==> src/rtl/assert_macros.svh <==
// Assertion macros used by the top-level RTL file.
`ifndef ASSERT_MACROS_SVH
`define ASSERT_MACROS_SVH

// Check prop at every rising clk edge outside reset.
`define ASSERT_CLK(label, prop, msg) \
	label: assert property (@(posedge clk) disable iff (!arst_n) (prop)) else $error(msg);

// Check that cond never holds at a rising clk edge outside reset.
`define ASSERT_NEVER(label, cond, msg) \
	label: assert property (@(posedge clk) disable iff (!arst_n) !(cond)) else $error(msg);

`endif

==> src/rtl/hec_pkg.sv <==
// Types, code tables and helper functions for the Hamming encode/check core.
package hec_pkg;

	localparam int NUM_CODES  = 5;
	localparam int MAX_DATA   = 12;
	localparam int WORD_W     = 17;
	localparam int SYN_W      = 5;
	localparam int CFG_W      = 3;
	localparam int CODE_IDX_W = $clog2(NUM_CODES);

	typedef enum logic {
		OP_ENCODE = 1'b0,
		OP_CHECK  = 1'b1
	} hec_op_t;

	typedef struct packed {
		logic [WORD_W-1:0] word;
		logic [SYN_W-1:0]  syndrome;
		logic              parity_ok;
	} hec_result_t;

	localparam int BLK_LEN [NUM_CODES] = '{7, 13, 15, 16, 17};
	localparam int MSG_LEN [NUM_CODES] = '{4, 9, 11, 11, 12};

	localparam logic [SYN_W-1:0] GEN_ROWS [NUM_CODES][MAX_DATA] = '{
		'{5'h05, 5'h07, 5'h06, 5'h03, 5'h00, 5'h00,
		  5'h00, 5'h00, 5'h00, 5'h00, 5'h00, 5'h00},
		'{5'h0f, 5'h0e, 5'h07, 5'h0a, 5'h05, 5'h0b,
		  5'h0c, 5'h06, 5'h03, 5'h00, 5'h00, 5'h00},
		'{5'h09, 5'h0d, 5'h0f, 5'h0e, 5'h07, 5'h0a,
		  5'h05, 5'h0b, 5'h0c, 5'h06, 5'h03, 5'h00},
		'{5'h13, 5'h1a, 5'h1f, 5'h1c, 5'h0e, 5'h15,
		  5'h0b, 5'h16, 5'h19, 5'h0d, 5'h07, 5'h00},
		'{5'h1b, 5'h1f, 5'h1d, 5'h1c, 5'h0e, 5'h07,
		  5'h11, 5'h1a, 5'h0d, 5'h14, 5'h0a, 5'h05}
	};

	// Data bits that feed parity bit x of code c.
	function automatic logic [MAX_DATA-1:0] par_mask(int c, int x);
		logic [MAX_DATA-1:0] m;
		int b;
		m = '0;
		b = BLK_LEN[c] - MSG_LEN[c];
		for (int y = 0; y < MAX_DATA; y++) begin
			if ((y < MSG_LEN[c]) && (x < b)) begin
				m[y] = GEN_ROWS[c][y][b - x - 1];
			end
		end
		return m;
	endfunction

	// Map unused selector codes onto the last code.
	function automatic logic [CODE_IDX_W-1:0] sat_sel(logic [CFG_W-1:0] v);
		logic [CODE_IDX_W-1:0] r;
		if (v > CFG_W'(NUM_CODES - 1)) begin
			r = CODE_IDX_W'(NUM_CODES - 1);
		end else begin
			r = v[CODE_IDX_W-1:0];
		end
		return r;
	endfunction

endpackage

==> src/rtl/hec_parity.sv <==
// Parity network: encode or check one word for the selected code.
module hec_parity import hec_pkg::*; (
	input  logic [CODE_IDX_W-1:0] sel,
	input  hec_op_t               op,
	input  logic [WORD_W-1:0]     word,
	output hec_result_t           res
);

	logic [WORD_W-1:0] enc_word [NUM_CODES];
	logic [WORD_W-1:0] chk_word [NUM_CODES];
	logic [SYN_W-1:0]  chk_syn  [NUM_CODES];

	for (genvar c = 0; c < NUM_CODES; c++) begin : g_code
		localparam int N = BLK_LEN[c];
		localparam int K = MSG_LEN[c];
		localparam int B = N - K;

		logic [B-1:0] par;

		for (genvar x = 0; x < B; x++) begin : g_par
			localparam logic [MAX_DATA-1:0] MASK = par_mask(c, x);
			assign par[x] = ^(word[K-1:0] & MASK[K-1:0]);
		end

		assign enc_word[c] = WORD_W'({par, word[K-1:0]});
		assign chk_word[c] = WORD_W'(word[N-1:0]);
		assign chk_syn[c]  = SYN_W'(word[N-1:K] ^ par);
	end

	always_comb begin
		if (op == OP_ENCODE) begin
			res.word      = enc_word[sel];
			res.syndrome  = '0;
			res.parity_ok = 1'b1;
		end else begin
			res.word      = chk_word[sel];
			res.syndrome  = chk_syn[sel];
			res.parity_ok = (chk_syn[sel] == '0);
		end
	end

endmodule

==> src/rtl/hamming_encode_check_core.sv <==
// Top level: Hamming (n,k) encoder and parity checker with selectable code.
// An accepted transaction passes through the input register and then the result register
// before its result shows with done high.
// Throughput: one transaction per cycle; busy is always low and results cannot be held off.
// Reset: arst_n clears the code selector to the (7,4,3) code and drops all valid flags.
`include "assert_macros.svh"

module hamming_encode_check_core import hec_pkg::*; (
	input  logic              clk,
	input  logic              arst_n,
	input  logic              cfg_wr_en,
	input  logic [CFG_W-1:0]  cfg_wr_data,
	input  logic              start,
	output logic              busy,
	input  logic              opcode,
	input  logic [WORD_W-1:0] word_in,
	output logic              done,
	output logic [WORD_W-1:0] word_out,
	output logic [SYN_W-1:0]  syndrome,
	output logic              parity_ok
);

	logic [CODE_IDX_W-1:0] code_sel_q;
	logic                  vld_s1;
	hec_op_t               op_s1;
	logic [WORD_W-1:0]     word_s1;
	logic [CODE_IDX_W-1:0] sel_s1;
	hec_result_t           res_comb;
	hec_result_t           res_s2;
	logic                  vld_s2;
	logic                  accept;

	assign busy   = 1'b0;
	assign accept = start && !busy;

	always_ff @(posedge clk or negedge arst_n) begin
		if (!arst_n) begin
			code_sel_q <= '0;
		end else if (cfg_wr_en) begin
			code_sel_q <= sat_sel(cfg_wr_data);
		end
	end

	always_ff @(posedge clk or negedge arst_n) begin
		if (!arst_n) begin
			vld_s1 <= 1'b0;
			vld_s2 <= 1'b0;
		end else begin
			vld_s1 <= accept;
			vld_s2 <= vld_s1;
		end
	end

	always_ff @(posedge clk) begin
		if (accept) begin
			op_s1   <= hec_op_t'(opcode);
			word_s1 <= word_in;
			sel_s1  <= code_sel_q;
		end
		if (vld_s1) begin
			res_s2 <= res_comb;
		end
	end

	hec_parity u_parity (
		.sel  (sel_s1),
		.op   (op_s1),
		.word (word_s1),
		.res  (res_comb)
	);

	assign done      = vld_s2;
	assign word_out  = res_s2.word;
	assign syndrome  = res_s2.syndrome;
	assign parity_ok = res_s2.parity_ok;

	`ASSERT_CLK(a_accept_to_done, accept |-> ##2 done, "accepted transaction produced no result")
	`ASSERT_CLK(a_ok_matches_syn, done |-> (parity_ok == (syndrome == '0)),
		"parity_ok disagrees with syndrome")
	`ASSERT_CLK(a_encode_clean, (vld_s1 && (op_s1 == OP_ENCODE)) |=> (syndrome == '0 && parity_ok),
		"encode result carries a nonzero syndrome")
	`ASSERT_NEVER(a_sel_range, code_sel_q > CODE_IDX_W'(NUM_CODES - 1),
		"code selector outside the code table")

endmodule
==> config.mk <==
export PLATFORM = sky130hd
export DESIGN_NAME = hamming_encode_check_core
export DESIGN_NICKNAME = d
export VERILOG_FILES = /design/src/rtl/hec_pkg.sv /design/src/rtl/hec_parity.sv /design/src/rtl/hamming_encode_check_core.sv
export VERILOG_INCLUDE_DIRS = /design/src /design/src/rtl
export SDC_FILE = /design/constraint.sdc
export NUM_CORES = 1
export LEC_CHECK = 0
export BUFFER_PORTS_ARGS = -buffer_cell sky130_fd_sc_hd__buf_2
export CORE_MARGIN = 1
export CORE_UTILIZATION = 54
export CTS_BUF_LIST = sky130_fd_sc_hd__clkbuf_4
export DETAILED_ROUTE_END_ITERATION = 12
export GPL_TIMING_DRIVEN = 0
export PLACE_DENSITY = 0.79
export SYNTH_ARGS = -nofsm -noshare
export SYNTH_HDL_FRONTEND = slang
export SYNTH_HIERARCHICAL = 1
export SYNTH_SLANG_ARGS = --single-unit
export TNS_END_PERCENT = 50
==> constraint.sdc <==
create_clock -name clk -period 3.1 [get_ports clk]
set_clock_uncertainty 0.1 [all_clocks]
set_input_delay 0.93 -clock clk [delete_from_list [all_inputs] [get_ports clk]]
set_output_delay 0.93 -clock clk [all_outputs]
set_load 0.005 [all_outputs]
-- Yosys cells after proc, flatten, opt, wreduce, memory -nomap -nowiden
Index checks and enable logic that the tools add are counted.
- magnitude comparators: 2
- mux-type cells: 11
- bitwise gates (word level): 6
- reductions and logical operators: 18
- operators by type and width (kind ; count):
    $bmux 17 s3 ; 2
    $mux 17 ; 4
    $reduce_xor 12->1 ; 5
    $reduce_xor 11->1 ; 5
    $reduce_xor 9->1 ; 4
    $mux 23 ; 1
    $bmux 5 s3 ; 1
    $reduce_xor 4->1 ; 3
    $mux 5 ; 2
    $xor 5x5->5 ; 2
    $xor 4x4->4 ; 2
    $logic_not 5->1 ; 1
    $ge 4x4->1 const B ; 1
    $not 3->4 ; 1
    $gt 3x3->1 const B ; 1
    $mux 3 ; 1
    $xor 3x3->3 ; 1
- bits in registers: 49
- input port bits: 25
- output and inout port bits: 25

-- Longest topological paths before layout
- depth in word-level cells: 7
- mapped depth: 8

-- Modules after synthesis
The synthesis kept the hierarchy.
- modules (own cells, without submodules) (module ; times used ; cells each ; area an instance (µm²) ; sequential area each (µm²)):
    hamming_encode_check_core ; 1 ; 58 ; 1505.2 ; 1446.4
    hec_parity ; 1 ; 159 ; 1380.1 ; 0.0

-- Worst setup path before layout
OpenSTA, ideal clock, no wires.
- kind: register -> register
- from: register word_s1[1]
- to: register res_s2, in the netlist syndrome[2], data pin
- setup time: 255 ps
- arrival time: 1912 ps
- required time: 2745 ps
- slack: 834 ps
- stages on the path, launching flop included: 8
- buffers on the path: 1
- cells stage by stage: edfxtp_1 -> buf_6 -> xor3_2 -> xnor3_1 -> xnor2_1 -> a22oi_1 -> nand3_1 -> and2_1
- word-level cells in the longest chain between the ends: 5
- elaborated cells between the ends (all ways): 9
- those cells by class: mux (3); bitwise (3); reduce/logical (3)
- ends and longest elaborated chain (what ; line ; text):
    from (decl) ; hamming_encode_check_core.sv:26 ; logic [WORD_W-1:0] word_s1;
    from (signal assigned) ; hamming_encode_check_core.sv:57 ; word_s1 <= word_in;
    $reduce_xor 12->1, or another cell as far along ; hec_parity.sv:22 ; assign par[x] = ^(word[K-1:0] & MASK[K-1:0]);
    $xor 5x5->5, or another cell as far along ; hec_parity.sv:27 ; assign chk_syn[c] = SYN_W'(word[N-1:K] ^ par);
    $bmux 5 s3 * ; hec_parity.sv:37 ; res.syndrome = chk_syn[sel];
    $mux 5 (implied by the code) * (2 in series) ; hec_parity.sv:37 ;
    to (signal assigned) ; hamming_encode_check_core.sv:61 ; res_s2 <= res_comb;
    to (decl) ; hamming_encode_check_core.sv:29 ; hec_result_t res_s2;
Every way passes the cells marked *; elsewhere a longest branch is shown, timed or not. The select of a mux whose other input is x is not followed.
A chain may end at the register's enable or synchronous reset.

-- Worst setup path in the final report
- from: register word_s1[8]
- to: register res_s2, in the netlist parity_ok, data pin
- word-level cells in the longest chain between the ends: 6
- elaborated cells between the ends (all ways): 16
- those cells by class: mux (3); bitwise (4); reduce/logical (9)
- ends and longest elaborated chain (what ; line ; text):
    $reduce_xor 12->1, or another cell as far along ; hec_parity.sv:22 ;
    $xor 5x5->5 / $xor 4x4->4 (equally long branches) ; hec_parity.sv:27 ;
    $bmux 5 s3 * ; hec_parity.sv:38 ; res.parity_ok = (chk_syn[sel] == '0);
    $mux 5 (implied by the code) * (2 in series) ; hec_parity.sv:38 ;
    $logic_not 5->1 * ; hec_parity.sv:38 ;
Marks and branches as above.

==> run summary <==
Rel. slew slack -> 0.362
post-synthesis cell type count -> 49
CTS Sinks -> 49
gpl congestion -> 0.903
commonest non-fill, non-tap cell in the layout -> buf_2
Multi-input gate area -> 0.00134 mm2
die area -> 0.00564 mm2
peak supply drop -> 0.318 mV
first-pass GRT wire length -> 8090 um
# setup viols final -> 0
Port Buffers -> 48
Max-Cap Viols -> 0
Slowest-stage cell, CP -> xor3_2
critical path's top delay family -> XOR/XNOR gates
wire per inst -> 14.8 um
CTS max path bufs -> 2
row count -> 26
status -> finished clean
register area -> 0.00145 mm2
total number of vias -> 1796
Total Power -> 1.77 mW
Crit Path Category -> register to register
Worst Hold Class -> input port to asynchronous set/reset pin
DRC viols -> 0
n_diodes -> 0
max-slew violations -> 0
dpl hpwl -> 3790 um
Die Y -> 75.1 um
grt ovf -> 0
CTS buffer count -> 5
worst hold slack -> 248 ps
initial antenna violation count -> 0
Starting Density -> 0.561
endpoints failing hold -> 0
CP max FO -> 6
critical path arrival -> 2690 ps
GRT Util Overall -> 0.206
commonest non-fill, non-tap cells in the layout -> buf_2 (51), edfxtp_1 (44), xnor2_1 (22)
Crit. End Element -> register
Critical Path RT -> 3210 ps
Worst Tran Pin Value -> 957 ps
postcts setup bufs -> 0
Total Wirelength -> 5090 um
Setup TNS -> 0 ps
worst-skew pair later-pin latency -> 370 ps
Async SR Flop Fraction -> 0.102
area delta synth->final -> 13.1%
clock-pin slew on the worst setup and hold paths -> 130 ps
fill count -> 438
Leakage -> 1.37 nW
crit start category -> register
power density over the cells -> 544 mW/mm2
critical path cell sequence -> xor3_2 > xnor3_1 > xnor2_1 > a211oi_2 > nand4_1 > o31ai_2
core area -> 0.00514 mm2
# IOs -> 50
Post-CTS Resized -> 0
CTS tree -> yes
DR vias/cell -> 5.24
Routed Antenna Nets -> 0
root buffer cell -> clkbuf_4
die width -> 75.1 um
largest net degree at the start of global routing -> 25
final net count -> 297
minimum clock period -> 2580 ps
Fmax achieved -> 387 MHz
layout cell share with drive strength beyond 1 -> 0.282
Avg Inst Size Synth -> 13.3 um2
Bufs and invs on worst path -> 0
syn_nets -> 242
CTS H-Tree Depth -> 2
Initial DRC Count -> 139
RSZ-0062 raised after global routing -> false
Seq cells post-synth -> 49
Yosys warning total -> 6
Cell Area, Synth -> 0.00289 mm2
Most used DFF post-synth -> edfxtp_1
critical path's largest stage delay -> 590 ps
Post-Syn Instances -> 217
First-pass DRT Iterations -> 4
vias in the first global route -> 1641
sequential element share of the synthesized area -> 0.501
hold_buf cts -> 0
EDFF count, synth -> 44
Final period util -> 0.833
-- state kept, by name (all words and copies together), names as in the netlist --
register,count
done,1
word_out,17
vld_s1,1
op_s1,1
sel_s1,3
parity_ok,1
code_sel_q,3
syndrome,5
word_s1,17
-- cell usage after synthesis, drive strengths merged (3+ instances only) --
library cell  count  share of area
a21oi             4         0.0069
a22oi             6          0.016
and2              8          0.017
buf               9          0.022
clkbuf            8          0.010
dfrtp             5          0.043
edfxtp           44           0.46
nand2            14          0.018
nand3             3         0.0052
nor2             12          0.016
nor2b             4         0.0087
o21ai            11          0.019
o22ai             4         0.0087
xnor2            26          0.093
xnor3            10          0.078
xor2             13          0.046
xor3              6          0.051
-- area by class of cell --
cell class | instances | area share
tap | 70 | 0.0268
clock buffer | 5 | 0.0115
inverter | 2 | 0.00230
timing repair buffer | 48 | 0.0736
buffer | 17 | 0.0288
clock inverter | 3 | 0.00383
multi-input combinational | 149 | 0.410
sequential | 49 | 0.443
-- kinds of logic after synthesis --
| logic type | Yosys count | synth area share |
|---|---|---|
| other | 1 | 0.00130 |
| buffers and inverters | 19 | 0.0351 |
| AOI/OAI and AO/OA | 40 | 0.0976 |
| and+or+nand+nor | 51 | 0.0876 |
| xor gates and xnor gates | 55 | 0.268 |
| DFF | 49 | 0.501 |
| muxes | 2 | 0.00867 |
-- power by group --
group	switching, mW	internal [mW]	total, mW
sequential	0.0298	0.795	0.825
clock	0.189	0.0823	0.272
combinational	0.324	0.353	0.677
-- final timing paths --
kind	slack, ps	endpoint	startpoint	cells after the start
worst max register to register	520	parity_ok	word_s1[8]	6
worst min register to register	360	sel_s1[1]	code_sel_q[1]	0
worst max-delay path	520	parity_ok	word_s1[8]	6
min in group clk	360	sel_s1[1]	code_sel_q[1]	0
max in group asynchronous	2520	code_sel_q[0]	arst_n	1
worst min-delay path	250	code_sel_q[1]	arst_n	1
-- metrics by stage --
step | setup WS (ps) | util | std cells | area (um2)
final | 517 | 0.635 | 343 | 3260
after global routing | 387 | 0.635 | 343 | 3260
after global placement | 608 | 0.625 | 335 | 3210
after detailed placement | 554 | 0.625 | 335 | 3210
after floorplan | 834 | - | 217 | 2890
after CTS | 507 | 0.635 | 343 | 3260
-- routing by layer --
| metal | share of wire | global-route usage | routed length (um) |
|---|---|---|---|
| met2 | 0.50 | 0.353 | 2550 |
| met3 | 0.054 | 0.0482 | 276 |
| met1 | 0.42 | 0.250 | 2160 |
| met5 | 0 | 0 | 0 |
| met4 | 0.020 | 0.0901 | 101 |
Note: power is estimated with default switching activity, not from simulation.
